`src/design/lome_pkg.sv`:
```
// Shared types and constants for the limit order matching engine.
package lome_pkg;

	localparam int unsigned MAX_ORDERS_DEF = 32;
	localparam int unsigned PRICE_BITS_DEF = 32;

	typedef enum logic [2:0] {
		KIND_TRADE     = 3'd0,
		KIND_RESTED    = 3'd1,
		KIND_FILLED    = 3'd2,
		KIND_CANCELLED = 3'd3,
		KIND_UNKNOWN   = 3'd4,
		KIND_REJECTED  = 3'd5
	} kind_t;

	typedef enum logic [2:0] {
		ST_IDLE,
		ST_SCAN,
		ST_FILL,
		ST_FREE,
		ST_DONE
	} state_t;

	typedef struct packed {
		logic        mode;
		logic        side;
		logic [31:0] price;
		logic [31:0] quantity;
		logic [31:0] order_id;
	} req_t;

	typedef struct packed {
		logic [2:0]  kind;
		logic [31:0] trade_id;
		logic [31:0] taker_id;
		logic [31:0] maker_id;
		logic [31:0] trade_price;
		logic [31:0] trade_quantity;
		logic [31:0] remaining_quantity;
		logic        last;
	} rsp_t;

	// classified command; price travels beside it at its own width
	typedef struct packed {
		logic        is_cancel;
		logic        side;
		logic [31:0] quantity;
		logic [31:0] order_id;
	} cmd_t;

endpackage

```
`src/design/limit_order_matching_engine.sv`:
```
// Top level of the limit order matching engine: front end, command queue, back end.
//
//  channel  signals                  word   direction
//  request  req_valid/req_ready      req    in
//  result   rsp_valid/rsp_ready      rsp    out
//
// An insert is loaded into the back end; then each fill takes one book scan and a fill
// step; then, if quantity is left, a search for a free slot follows, and last the final
// word. A cancel takes one book scan and then the final word.
// The scan walks the book memory through its single read port.
// Reset empties the book and clears both id counters; no clearing pass is needed.
// A stalled result holds the back end; the front end and queue keep taking requests
// until the front register and both queue slots are full.
module limit_order_matching_engine import lome_pkg::*; #(
	parameter int unsigned MAX_ORDERS = MAX_ORDERS_DEF,
	parameter int unsigned PRICE_BITS = PRICE_BITS_DEF
) (
	input  logic clk,
	input  logic arst_n,
	input  logic req_valid,
	output logic req_ready,
	input  req_t req,
	output logic rsp_valid,
	input  logic rsp_ready,
	output rsp_t rsp
);

	localparam int unsigned QW = $bits(cmd_t) + PRICE_BITS;

	logic                  f_valid;
	logic                  f_ready;
	cmd_t                  f_cmd;
	logic [PRICE_BITS-1:0] f_price;
	logic                  b_valid;
	logic                  b_ready;
	logic [QW-1:0]         b_data;
	cmd_t                  b_cmd;
	logic [PRICE_BITS-1:0] b_price;

	assign b_cmd   = b_data[QW-1:PRICE_BITS];
	assign b_price = b_data[PRICE_BITS-1:0];

	lome_front #(.PRICE_BITS(PRICE_BITS)) u_front (
		.clk       (clk),
		.arst_n    (arst_n),
		.req_valid (req_valid),
		.req_ready (req_ready),
		.req       (req),
		.cmd_valid (f_valid),
		.cmd_ready (f_ready),
		.cmd       (f_cmd),
		.cmd_price (f_price)
	);

	lome_cmdq #(.W(QW)) u_cmdq (
		.clk        (clk),
		.arst_n     (arst_n),
		.push_valid (f_valid),
		.push_ready (f_ready),
		.push_data  ({f_cmd, f_price}),
		.pop_valid  (b_valid),
		.pop_ready  (b_ready),
		.pop_data   (b_data)
	);

	lome_back #(.MAX_ORDERS(MAX_ORDERS), .PRICE_BITS(PRICE_BITS)) u_back (
		.clk       (clk),
		.arst_n    (arst_n),
		.cmd_valid (b_valid),
		.cmd_ready (b_ready),
		.cmd       (b_cmd),
		.cmd_price (b_price),
		.rsp_valid (rsp_valid),
		.rsp_ready (rsp_ready),
		.rsp       (rsp)
	);

endmodule

```
`src/design/lome_front.sv`:
```
// Front end: accepts request words and classifies them into commands.
module lome_front import lome_pkg::*; #(
	parameter int unsigned PRICE_BITS = PRICE_BITS_DEF
) (
	input  logic                  clk,
	input  logic                  arst_n,
	input  logic                  req_valid,
	output logic                  req_ready,
	input  req_t                  req,
	output logic                  cmd_valid,
	input  logic                  cmd_ready,
	output cmd_t                  cmd,
	output logic [PRICE_BITS-1:0] cmd_price
);

	logic                  full_q;
	cmd_t                  cmd_q;
	logic [PRICE_BITS-1:0] price_q;

	assign req_ready = !full_q || cmd_ready;
	assign cmd_valid = full_q;
	assign cmd       = cmd_q;
	assign cmd_price = price_q;

	always_ff @(posedge clk or negedge arst_n) begin
		if (!arst_n) begin
			full_q <= 1'b0;
		end else if (req_valid && req_ready) begin
			full_q <= 1'b1;
		end else if (cmd_ready) begin
			full_q <= 1'b0;
		end
	end

	always_ff @(posedge clk) begin
		if (req_valid && req_ready) begin
			cmd_q.is_cancel <= req.mode;
			cmd_q.side      <= req.side;
			cmd_q.quantity  <= req.quantity;
			cmd_q.order_id  <= req.order_id;
			price_q         <= PRICE_BITS'(req.price);
		end
	end

endmodule

```
`src/design/lome_cmdq.sv`:
```
// Two-entry command queue between front end and matching back end.
module lome_cmdq #(
	parameter int unsigned W = 8
) (
	input  logic         clk,
	input  logic         arst_n,
	input  logic         push_valid,
	output logic         push_ready,
	input  logic [W-1:0] push_data,
	output logic         pop_valid,
	input  logic         pop_ready,
	output logic [W-1:0] pop_data
);

	logic [W-1:0] slot_q [2];
	logic         wr_q;
	logic         rd_q;
	logic [1:0]   cnt_q;
	logic         push;
	logic         pop;

	assign push_ready = (cnt_q != 2'd2);
	assign pop_valid  = (cnt_q != 2'd0);
	assign pop_data   = slot_q[rd_q];
	assign push       = push_valid && push_ready;
	assign pop        = pop_valid && pop_ready;

	always_ff @(posedge clk or negedge arst_n) begin
		if (!arst_n) begin
			wr_q  <= 1'b0;
			rd_q  <= 1'b0;
			cnt_q <= 2'd0;
		end else begin
			if (push) wr_q <= !wr_q;
			if (pop)  rd_q <= !rd_q;
			cnt_q <= cnt_q + {1'b0, push} - {1'b0, pop};
		end
	end

	always_ff @(posedge clk) begin
		if (push) slot_q[wr_q] <= push_data;
	end

endmodule

```
`src/design/lome_back.sv`:
```
// Back end: book storage, sequential best-price scan, fills and result register.
module lome_back import lome_pkg::*; #(
	parameter int unsigned MAX_ORDERS = MAX_ORDERS_DEF,
	parameter int unsigned PRICE_BITS = PRICE_BITS_DEF
) (
	input  logic                  clk,
	input  logic                  arst_n,
	input  logic                  cmd_valid,
	output logic                  cmd_ready,
	input  cmd_t                  cmd,
	input  logic [PRICE_BITS-1:0] cmd_price,
	output logic                  rsp_valid,
	input  logic                  rsp_ready,
	output rsp_t                  rsp
);

	localparam int unsigned AW = $clog2(MAX_ORDERS);
	localparam int unsigned CW = $clog2(MAX_ORDERS + 1);

	// book payload memory
	logic                  mem_side  [MAX_ORDERS];
	logic [PRICE_BITS-1:0] mem_price [MAX_ORDERS];
	logic [31:0]           mem_qty   [MAX_ORDERS];
	logic [31:0]           mem_id    [MAX_ORDERS];
	logic [MAX_ORDERS-1:0] valid_q;

	state_t state_q, state_d;

	logic                  is_cancel_q;
	logic                  side_q;
	logic [PRICE_BITS-1:0] price_q;
	logic [31:0]           rem_q;
	logic [31:0]           taker_q;
	logic [31:0]           next_order_q;
	logic [31:0]           next_trade_q;
	logic [CW-1:0]         nfill_q;
	logic [CW-1:0]         issue_q;
	kind_t                 final_kind_q;

	// read pipeline stage
	logic                  pend_s1;
	logic [AW-1:0]         idx_s1;
	logic                  vld_s1;
	logic                  rd_side_s1;
	logic [PRICE_BITS-1:0] rd_price_s1;
	logic [31:0]           rd_qty_s1;
	logic [31:0]           rd_id_s1;

	logic                  best_found_q;
	logic [AW-1:0]         best_idx_q;
	logic [PRICE_BITS-1:0] best_price_q;
	logic [31:0]           best_qty_q;
	logic [31:0]           best_id_q;

	rsp_t                  rsp_q;
	logic                  rsp_valid_q;

	logic                  can_emit;
	logic                  issue_more;
	logic                  scan_done;
	logic                  cand;
	logic                  elig;
	logic                  better;
	logic [31:0]           fill;
	logic [31:0]           rem_after;
	logic [31:0]           qty_after;
	logic                  free_here;
	logic                  emit;
	rsp_t                  emit_word;

	assign can_emit   = !rsp_valid_q || rsp_ready;
	assign issue_more = (issue_q != CW'(MAX_ORDERS));
	assign scan_done  = !issue_more && !pend_s1;
	assign fill       = (rem_q < best_qty_q) ? rem_q : best_qty_q;
	assign rem_after  = rem_q - fill;
	assign qty_after  = best_qty_q - fill;
	assign free_here  = issue_more && !valid_q[issue_q[AW-1:0]];
	assign cmd_ready  = (state_q == ST_IDLE);
	assign rsp_valid  = rsp_valid_q;
	assign rsp        = rsp_q;

	// candidate evaluation on the word read last cycle
	always_comb begin
		elig   = vld_s1 && (rd_side_s1 != side_q) &&
			(side_q ? (rd_price_s1 <= price_q) : (rd_price_s1 >= price_q));
		if (!best_found_q) begin
			better = 1'b1;
		end else if (rd_price_s1 != best_price_q) begin
			better = side_q ? (rd_price_s1 < best_price_q) : (rd_price_s1 > best_price_q);
		end else begin
			better = rd_id_s1 < best_id_q;
		end
		if (is_cancel_q) begin
			cand = pend_s1 && vld_s1 && (rd_id_s1 == taker_q) && !best_found_q;
		end else begin
			cand = pend_s1 && elig && better;
		end
	end

	// next state
	always_comb begin
		state_d = state_q;
		case (state_q)
			ST_IDLE: begin
				if (cmd_valid) begin
					if (!cmd.is_cancel && (cmd.quantity == 32'd0)) state_d = ST_DONE;
					else state_d = ST_SCAN;
				end
			end
			ST_SCAN: begin
				if (scan_done) begin
					if (is_cancel_q) state_d = ST_DONE;
					else if (best_found_q) state_d = ST_FILL;
					else state_d = ST_FREE;
				end
			end
			ST_FILL: begin
				if (can_emit) begin
					if (rem_after == 32'd0) state_d = ST_DONE;
					else if (nfill_q == CW'(MAX_ORDERS - 1)) state_d = ST_FREE;
					else state_d = ST_SCAN;
				end
			end
			ST_FREE: begin
				if (!issue_more || free_here) state_d = ST_DONE;
			end
			ST_DONE: begin
				if (can_emit) state_d = ST_IDLE;
			end
			default: state_d = ST_IDLE;
		endcase
	end

	// result word
	always_comb begin
		emit      = 1'b0;
		emit_word = '0;
		case (state_q)
			ST_FILL: begin
				emit                         = can_emit;
				emit_word.kind               = KIND_TRADE;
				emit_word.trade_id           = next_trade_q;
				emit_word.taker_id           = taker_q;
				emit_word.maker_id           = best_id_q;
				emit_word.trade_price        = 32'(best_price_q);
				emit_word.trade_quantity     = fill;
				emit_word.remaining_quantity = rem_after;
			end
			ST_DONE: begin
				emit               = can_emit;
				emit_word.kind     = final_kind_q;
				emit_word.taker_id = taker_q;
				emit_word.last     = 1'b1;
				if (final_kind_q == KIND_RESTED || final_kind_q == KIND_REJECTED) begin
					emit_word.remaining_quantity = rem_q;
				end
			end
			default: begin
				emit = 1'b0;
			end
		endcase
	end

	always_ff @(posedge clk or negedge arst_n) begin
		if (!arst_n) begin
			state_q      <= ST_IDLE;
			valid_q      <= '0;
			next_order_q <= '0;
			next_trade_q <= '0;
			rsp_valid_q  <= 1'b0;
			pend_s1      <= 1'b0;
			best_found_q <= 1'b0;
		end else begin
			state_q <= state_d;
			if (emit) rsp_valid_q <= 1'b1;
			else if (rsp_ready) rsp_valid_q <= 1'b0;
			case (state_q)
				ST_IDLE: begin
					pend_s1      <= 1'b0;
					best_found_q <= 1'b0;
					if (cmd_valid && !cmd.is_cancel) next_order_q <= next_order_q + 32'd1;
				end
				ST_SCAN: begin
					pend_s1 <= issue_more;
					if (cand) best_found_q <= 1'b1;
				end
				ST_FILL: begin
					if (can_emit) begin
						next_trade_q <= next_trade_q + 32'd1;
						best_found_q <= 1'b0;
						pend_s1      <= 1'b0;
						if (qty_after == 32'd0) valid_q[best_idx_q] <= 1'b0;
					end
				end
				ST_FREE: begin
					if (free_here) valid_q[issue_q[AW-1:0]] <= 1'b1;
				end
				ST_DONE: begin
					if (can_emit && final_kind_q == KIND_CANCELLED) valid_q[best_idx_q] <= 1'b0;
				end
				default: begin
					pend_s1 <= 1'b0;
				end
			endcase
		end
	end

	// datapath registers
	always_ff @(posedge clk) begin
		if (emit) rsp_q <= emit_word;
		case (state_q)
			ST_IDLE: begin
				is_cancel_q <= cmd.is_cancel;
				side_q      <= cmd.side;
				price_q     <= cmd_price;
				rem_q       <= cmd.quantity;
				issue_q     <= '0;
				nfill_q     <= '0;
				taker_q     <= cmd.is_cancel ? cmd.order_id : next_order_q;
				final_kind_q <= KIND_FILLED;
			end
			ST_SCAN: begin
				if (issue_more) begin
					idx_s1  <= issue_q[AW-1:0];
					vld_s1  <= valid_q[issue_q[AW-1:0]];
					issue_q <= issue_q + CW'(1);
				end
				if (cand) begin
					best_idx_q   <= idx_s1;
					best_price_q <= rd_price_s1;
					best_qty_q   <= rd_qty_s1;
					best_id_q    <= rd_id_s1;
				end
				if (scan_done) begin
					if (is_cancel_q) final_kind_q <= best_found_q ? KIND_CANCELLED : KIND_UNKNOWN;
					if (!best_found_q) issue_q <= '0;
				end
			end
			ST_FILL: begin
				if (can_emit) begin
					rem_q   <= rem_after;
					nfill_q <= nfill_q + CW'(1);
					issue_q <= '0;
					final_kind_q <= KIND_FILLED;
				end
			end
			ST_FREE: begin
				if (free_here) final_kind_q <= KIND_RESTED;
				else if (!issue_more) final_kind_q <= KIND_REJECTED;
				else issue_q <= issue_q + CW'(1);
			end
			default: begin
				nfill_q <= nfill_q;
			end
		endcase
	end

	// memory: one read port for the scan, one write port shared by fill and rest
	always_ff @(posedge clk) begin
		if (state_q == ST_SCAN && issue_more) begin
			rd_side_s1  <= mem_side[issue_q[AW-1:0]];
			rd_price_s1 <= mem_price[issue_q[AW-1:0]];
			rd_qty_s1   <= mem_qty[issue_q[AW-1:0]];
			rd_id_s1    <= mem_id[issue_q[AW-1:0]];
		end
		if (state_q == ST_FILL && can_emit) begin
			mem_qty[best_idx_q] <= qty_after;
		end else if (state_q == ST_FREE && free_here) begin
			mem_side[issue_q[AW-1:0]]  <= side_q;
			mem_price[issue_q[AW-1:0]] <= price_q;
			mem_qty[issue_q[AW-1:0]]   <= rem_q;
			mem_id[issue_q[AW-1:0]]    <= taker_q;
		end
	end

	a_fill_has_maker: assert property (@(posedge clk) disable iff (!arst_n)
		state_q == ST_FILL |-> best_found_q)
		else $error("fill without a maker");

	a_scan_open_qty: assert property (@(posedge clk) disable iff (!arst_n)
		(state_q == ST_SCAN && !is_cancel_q) |-> rem_q != 32'd0)
		else $error("scan with nothing left to match");

	a_fill_bounded: assert property (@(posedge clk) disable iff (!arst_n)
		(state_q == ST_FILL) |-> (fill <= best_qty_q && fill <= rem_q && fill != 32'd0))
		else $error("bad fill quantity");

	a_fill_count: assert property (@(posedge clk) disable iff (!arst_n)
		state_q == ST_FILL |-> nfill_q < CW'(MAX_ORDERS))
		else $error("too many fills for one order");

endmodule

```
`config.mk`:
```
export PLATFORM = sky130hd
export DESIGN_NAME = limit_order_matching_engine
export DESIGN_NICKNAME = d
export VERILOG_FILES = /design/src/design/lome_pkg.sv /design/src/design/limit_order_matching_engine.sv /design/src/design/lome_front.sv /design/src/design/lome_cmdq.sv /design/src/design/lome_back.sv
export SDC_FILE = /design/constraint.sdc
export NUM_CORES = 2
export LEC_CHECK = 0
export BUFFER_PORTS_ARGS = -buffer_cell sky130_fd_sc_hd__buf_2
export CAP_MARGIN = 20
export CORE_MARGIN = 5
export CORE_UTILIZATION = 45
export DETAILED_ROUTE_END_ITERATION = 16
export GPL_ROUTABILITY_DRIVEN = 0
export MAX_ROUTING_LAYER = met4
export PLACE_DENSITY_LB_ADDON = 0.1
export SLEW_MARGIN = 20
export SYNTH_ARGS = -nofsm -noshare
export SYNTH_HDL_FRONTEND = slang
export SYNTH_SLANG_ARGS = --single-unit
```
`constraint.sdc`:
```
create_clock -name clk -period 14.05 [get_ports clk]
set_input_delay 0.7025 -clock clk [delete_from_list [all_inputs] [get_ports clk]]
set_output_delay 0.7025 -clock clk [all_outputs]
set_load 0.01 [all_outputs]
```
; ---- Yosys cells after proc, flatten, opt, wreduce, memory -nomap -nowiden
; Memory sizes are Yosys's and may differ from the RTL's. A register that Yosys moved wholly into a read port is not among the register bits.
; Index checks and enable logic that the tools add are counted.
[totals]
reg_bits = 621
latchBits = 0
ram_bits = 3300
mem_bits_ro = 0
in_bits = 102
word_cells = 216
n_memories = 5
[op_classes]
add_sub_neg = 8
mul = 0
div_mod_pow = 0
order_cmp = 10
n_eq_ne = 25
n_shift = 0
n_mux = 68
n_bitwise = 4
reduce_logical = 58
[memory_table]
columns = name, depth, width, rd, rd_ports_with_merged_regs, wr, line
row1 = u_back.mem_id, 32, 32, 1, 1, 1, lome_back.sv:24  ; logic [31:0] mem_id [MAX_ORDERS];
row2 = u_back.mem_price, 32, 32, 1, 1, 1, lome_back.sv:22  ; logic [PRICE_BITS-1:0] mem_price [MAX_ORDERS];
row3 = u_back.mem_qty, 32, 32, 1, 1, 1, lome_back.sv:23  ; logic [31:0] mem_qty [MAX_ORDERS];
row4 = u_cmdq.slot_q, 2, 98, 1, 0, 1, lome_cmdq.sv:15  ; logic [W-1:0] slot_q [2];
row5 = u_back.mem_side, 32, 1, 1, 1, 1, lome_back.sv:21  ; logic mem_side [MAX_ORDERS];
[op_table]
columns = op, n
row1 = 2-to-1 mux 32 bit, 9
row2 = one-hot mux 32 bit (2 select lines), 2
row3 = zero test 32 bit, 3
row4 = < comparator 32 bit, 3
row5 = one-hot mux 32 bit (3 select lines), 1
row6 = "adder 32 x 1 -> 32 bit, second input constant", 2
row7 = subtractor 32 bit, 2
row8 = 2-to-1 mux 3 bit, 14
row9 = 2-to-1 mux 6 bit, 6
row10 = AND 32 bit, 1
row11 = == test 32 bit, 1
row12 = greater-or-equal comparator 32 bit, 1
row13 = greater-than comparator 32 bit, 1
row14 = less-or-equal comparator 32 bit, 1
row15 = != test 32 bit, 1
row16 = inverter 32 bit, 1
row17 = bitwise OR 32 bit, 1
row18 = OR reduction 32 bit, 1
row19 = 2-to-1 mux 1 bit, 25
row20 = one-hot mux 6 bit (4 select lines), 1
row21 = logical AND 1 bit, 20
row22 = "!= test 2 x 1 -> 1 bit, second input constant", 10
row23 = one-hot mux 3 bit (5 select lines), 1
row24 = AND reduction 5 bit, 3
row25 = 30 further kinds, 62

; ---- Depth between registers and ports, before layout
[depth]
ltp_word = 10
mapped_depth = 32
mapped_depth_nobuf = 24

; ---- Hierarchy
; A second synthesis with hierarchy kept.
[hier_totals]
cells_unflattened = 8053
area_unflattened_um2 = 158238.0
[modules_own_cells]
columns = mod, instances, cells_each, area_per_inst_um2, seq_area_each_um2
row1 = lome_back, 1, 7624, 147950.6, 111166.6
row2 = lome_cmdq, 1, 327, 7290.7, 5985.7
row3 = lome_front, 1, 102, 2996.6, 2967.8

; ---- Worst setup path before layout
; OpenSTA, ideal clock, no wires.
[synth_timing]
path_type = flip-flop to flip-flop
startpoint = register u_back.price_q[17]
endpoint = register u_back.best_id_q[0], enable pin
setup_time_ns = 0.715
arrival_time_ns = 10.402
required_time_ns = 13.335
slack_ns = 2.933
path_stages_with_launch = 16
n_path_buf = 0
synth_period_minus_slack_ns = 11.117
path_cell_list = edfxtp_1 > inv_1 > ha_1 > a21o_1 > a21o_1 > a21o_1 > a21o_1 > a21o_1 > a21o_1 > a21oi_1 > nor3_1 > a211oi_1 > xor2_1 > a211o_1 > a211oi_1 > a21boi_0
[synth_between]
elab_chain_cells = 7
word_cells_on_any_way = 8
cone_classes = order compare: 2 / mux: 2 / reduce/logical: 4
[synth_lines]
columns = element, line
row1 = "start, declared", lome_back.sv:31  ; logic [PRICE_BITS-1:0] price_q;
row2 = "start signal, assigned", lome_back.sv:215  ; price_q <= cmd_price;
row3 = greater-or-equal comparator 32 bit / less-or-equal comparator 32 bit (equally long branches), lome_back.sv:85  ; (side_q ? (rd_price_s1 <= price_q) : (rd_price_s1 >= price_q));
row4 = 2-to-1 mux 1 bit (*), lome_back.sv:85
row5 = logical AND 1 bit (*), lome_back.sv:84  ; elig = vld_s1 && (rd_side_s1 != side_q) &&
row6 = logical AND 1 bit (*) (2 in a row), lome_back.sv:96  ; cand = pend_s1 && elig && better;
row7 = 2-to-1 mux 1 bit (*), lome_back.sv:93  ; if (is_cancel_q) begin
row8 = AND reduction 2 bit (no line) (*), -
row9 = "end signal, assigned", lome_back.sv:232  ; best_id_q <= rd_id_s1;
row10 = "end, declared", lome_back.sv:53  ; logic [31:0] best_id_q;
; Mark *: on every way between the ends. The rest lies on a longest branch, timed or not.
; A chain may end at the register's enable or synchronous reset.

; ---- Final worst setup path
[layout_timing]
startpoint = register u_back.best_qty_q[18]
endpoint = register u_back.valid_q[11]
[layout_between]
elab_chain_cells = 6
[layout_lines]
columns = element, line
row1 = "start, declared", lome_back.sv:52  ; logic [31:0] best_qty_q;
row2 = "start signal, assigned", lome_back.sv:231  ; best_qty_q <= rd_qty_s1;
row3 = < comparator 32 bit, lome_back.sv:74  ; assign fill = (rem_q < best_qty_q) ? rem_q : best_qty_q;
row4 = 2-to-1 mux 32 bit, lome_back.sv:74
row5 = net u_back.fill[1], lome_back.sv:64  ; logic [31:0] fill;
row6 = subtractor 32 bit, lome_back.sv:76  ; assign qty_after = best_qty_q - fill;
row7 = zero test 32 bit, lome_back.sv:192  ; if (qty_after == 32'd0) valid_q[best_idx_q] <= 1'b0;
row8 = != test 2 x 1 -> 1 bit (no line), -
row9 = AND reduction 5 bit (no line), -
row10 = "end signal, assigned by index", lome_back.sv:192
row11 = "end signal, assigned by index", lome_back.sv:196  ; if (free_here) valid_q[issue_q[AW-1:0]] <= 1'b1;
row12 = "end signal, assigned by index", lome_back.sv:199  ; if (can_emit && final_kind_q == KIND_CANCELLED) valid_q[best_idx_q] <= 1'b0;
row13 = "end, declared", lome_back.sv:25  ; logic [MAX_ORDERS-1:0] valid_q;
; The timed path passes the listed nets, and every way through them passes these cells.

==> parameters.txt <==
Parameter                              Value

Place
  Number of port buffers    299
  Area after DPL    167600 µm²
  Post-DP HPWL    269700 µm
  Instance count after placement with tap cells included    12967

Layout
  Post-route design area    182500 µm²
  Fraction of layout cells with a size suffix above 1    0.2439
  Storage cell area    120100 µm²
  Number of nets in the finished design    9050
  Area of the multi-input gates    37390 µm²
  Final Instance Count excl. Fillers    13877
  Filler cell count    27951
  Synthesis-to-layout area growth    14.94%

Global route
  Antenna violations before repair    30
  Number of global-route vias before repair    84943
  Remaining global-route overflow    0
  Wire length of the first global-routing pass    671600 µm
  Pin count of the biggest net entering global routing    124
  GR Util All Layers    0.2675

STA
  Final setup vio count    0
  Relative slew margins    0.1808
  Maximum clock frequency    117.8 MHz
  Transition time at the pin with the least slew margin    1.216 ns
  Period utilization    0.6041
  Minimum clock period after layout    8.488 ns
  Unrepaired setup endpoints after global routing    no
  Number of max-slew violations in the final report    0
  Max Clock Skew    0.04321 ns
  Post-route setup TNS    0 ns
  Number of hold violations in the final report    0

Setup path
  Origin of the worst setup path    u_back.best_qty_q[18]
  CP Capture Type    flip-flop
  Register-to-Register Path Depth    25
  Critical Path Source Type    flip-flop
  Critical Path Slowest Stage Cell    sky130_fd_sc_hd__a311oi_2
  Terminus of the critical flop-to-flop path    u_back.valid_q[11]
  Critical path data arrival time    9.27 ns
  Stage delay of the slowest cell on the critical path    0.73 ns
  Setup slack of the worst register-to-register path    5.56 ns
  Required arrival time at the worst endpoint    14.83 ns
  Highest fanout seen on the critical path    59
  Critical path destination    u_back.valid_q[11]
  Crit path kind    reg2reg
  Most frequent CP cell    sky130_fd_sc_hd__a21oi_1
  Worst r2r src    u_back.best_qty_q[18]

Drt
  Iteration-0 DRC Markers    11658
  DRC violation count after routing    0
  First-pass iteration count of the detailed router    9
  Vias per cell    6.207
  Via Count    86137
  Wire length per cell after detailed routing    34.74 µm
  Number of routed nets with antenna violations    0
  Overall routed net length    482100 µm

Power and ir drop
  Worst IR drop on VDD    0.1682 mV
  Sequential Power Share    0.425
  Internal power    27.45 mW
  Power share of the combinational group    0.310
  Total Power Consumption    41.74 mW
  Sw frac    0.3423
  P_sw    14.29 mW
  Clock power share    0.265
  Power density normalized to cell area    228.7 nW/µm²
  Total leakage power    59.35 nW

CTS
  Clock Root Buffer    sky130_fd_sc_hd__clkbuf_16
  Clock transition at the register clock pins on the worst setup and hold paths after CTS    0.06 ns
  Deepest level of the CTS H-tree    5
  Number of instances resized during post-cts repair    0
  Latest clock arrival within the worst-skew pair    0.97 ns
  Clock net sink count    4018
  CTS buffer count    422
  TritonCTS clock tree    done
  Clock Tree Buf Depth    4
  Total setup buffers inserted after CTS    0

Floorplan
  Total I/O pin count    300
  Horizontal extent of the die    604.0 µm
  FP Rows    218
  Starting utilization of the core area    0.4509
  Die area    364800 µm²
  Core box area    352100 µm²
  Die H    604.0 µm

Logic synthesis
  Sequential element share of the synthesized area    0.7565
  Most frequent cell after synthesis    sky130_fd_sc_hd__edfxtp_1
  Primary FF master, synth    sky130_fd_sc_hd__edfxtp_1
  Distinct cell type count after synthesis    97
  Post-Synthesis Cell Area    158800 µm²
  Async set or reset register ratio after synthesis    0.02663
  Area share of the leading cell type in the synthesized netlist    0.7397
  Synthesized net count    8342
  Post-Syn Instances    8070
  Average cell area after synthesis    19.68 µm²
  Cell types occupying the most area after synthesis    sky130_fd_sc_hd__edfxtp_1 74%, sky130_fd_sc_hd__mux4_2 12%, sky130_fd_sc_hd__dfrtp_1 1.7%
  Most instantiated cells after synthesis    3911 x sky130_fd_sc_hd__edfxtp_1, 814 x sky130_fd_sc_hd__mux4_2, 360 x sky130_fd_sc_hd__nand2_1
  Largest area contributor in the netlist    sky130_fd_sc_hd__edfxtp_1
  Synthesis Warnings    0
  Post-synth EDFFs    3911
  Post-synthesis register bit count    4018

Status
  Run status    complete, no violations

Flow run
  Max capacitance violation total    0

Hold path
  Worst min path class    in2async
==> power groups by stage <==
stage	clock network, mW	logic, mW	registers (mW)
finish	11.1	13.0	17.7
global route	11.8	13.8	17.8
CTS	11.2	12.8	17.8
detailed placement	0	12.7	18.1
global placement	0	12.5	18.0
floorplan	0	7.56	17.9
==> how the worst min path moves through the flow <==
| stage | end | startpoint | depth (start not counted) |
|---|---|---|---|
| after CTS | u_back.state_q[2] | rsp_ready | 5 |
| after global routing | u_back.state_q[2] | rsp_ready | 5 |
| after detailed placement | u_back.best_idx_q[1] | u_back.idx_s1[1] | 0 |
| after global placement | u_back.best_idx_q[0] | u_back.idx_s1[0] | 0 |
| after floorplan | u_back.best_idx_q[0] | u_back.idx_s1[0] | 0 |
| final | u_back.next_order_q[8] | arst_n | 2 |
==> repair_timing <==
action                                  4_1_cts  5_1_grt
hold buffers                                100        0
endpoints found under the hold margin       138        0
endpoints found under the setup margin        0        0
==> critical path: cells and delay by family, from the launching register on <==
| family | cells | cell delay (ns) |
|---|---|---|
| buf+inv | 3 | 0.91 |
| flops | 1 | 0.51 |
| fa+ha+maj | 2 | 0.80 |
| compound gates | 11 | 2.92 |
| simple gates | 9 | 3.10 |
==> cell type report <==
type	count	area share
Sequential cell	4018	0.6582
Multi-Input combinational cell	3503	0.2049
Clock buffer	520	0.06163
Tap cell	4730	0.03243
Timing Repair Buffer	668	0.02646
Clock inverter	257	0.01278
Inverter	165	0.003407
Antenna cell	16	0.0002194
==> through the flow <==
| step | hold slack, ns | setup WS [ns] | utilization |
|---|---|---|---|
| 6_report | 0.3208 | 5.562 | 0.5183 |
| 5_1_grt | 0.3095 | 5.256 | 0.5182 |
| 4_1_cts | 0.2434 | 5.726 | 0.5174 |
| 3_5_place_dp | 0.4057 | 5.752 | 0.4760 |
| 3_3_place_gp | 0.4026 | 6.036 | 0.4756 |
| 2_1_floorplan | 0.4003 | 2.933 | - |
==> cells by family (layout without fill, tap and decap cells) <==
group / count (synthesis) / count (layout) / share of synthesized area
other cells: 0 / 16 / 0
simple gates: 1192 / 1192 / 0.03661
mux: 1043 / 1043 / 0.1306
flops: 4018 / 4018 / 0.7565
buf+inv: 549 / 1610 / 0.01326
xor+xnor: 157 / 157 / 0.008660
compound gates: 928 / 928 / 0.04005
fa+ha+maj: 183 / 183 / 0.01433
==> routing by layer <==
layer	GRT usage	share of wire	vias to the layer above
met1	0.3962	0.44	46786
met3	0.04288	0.085	672
li1	-	-	34516
met5	-	0	-
met4	0.05378	0.023	0
met2	0.3978	0.46	4163
==> flip-flops by register name, indices dropped and copies added (netlist names), 66 cells and up <==
signal            count
u_front.cmd          66
u_back.mem_price   1024
u_back.rsp          196
u_back.mem_id      1024
u_back.mem_qty     1024
u_cmdq.slot_q       196
==> cell usage in the layout (no fill, tap or decap), types with 100 or more instances in the layout <==
master and count:
sky130_fd_sc_hd__mux4_2 814, sky130_fd_sc_hd__dfrtp_1 106, sky130_fd_sc_hd__a21oi_1 175, sky130_fd_sc_hd__ha_1 168, sky130_fd_sc_hd__o21ai_0 153, sky130_fd_sc_hd__mux2i_1 144
sky130_fd_sc_hd__buf_2 298, sky130_fd_sc_hd__buf_4 238, sky130_fd_sc_hd__edfxtp_1 3911, sky130_fd_sc_hd__nand2_1 354, sky130_fd_sc_hd__inv_1 163, sky130_fd_sc_hd__a22oi_1 206
sky130_fd_sc_hd__dlygate4sd3_1 100, sky130_fd_sc_hd__clkbuf_16 429, sky130_fd_sc_hd__nor2_1 233
No activity file was read; power rests on OpenSTA's default activity.
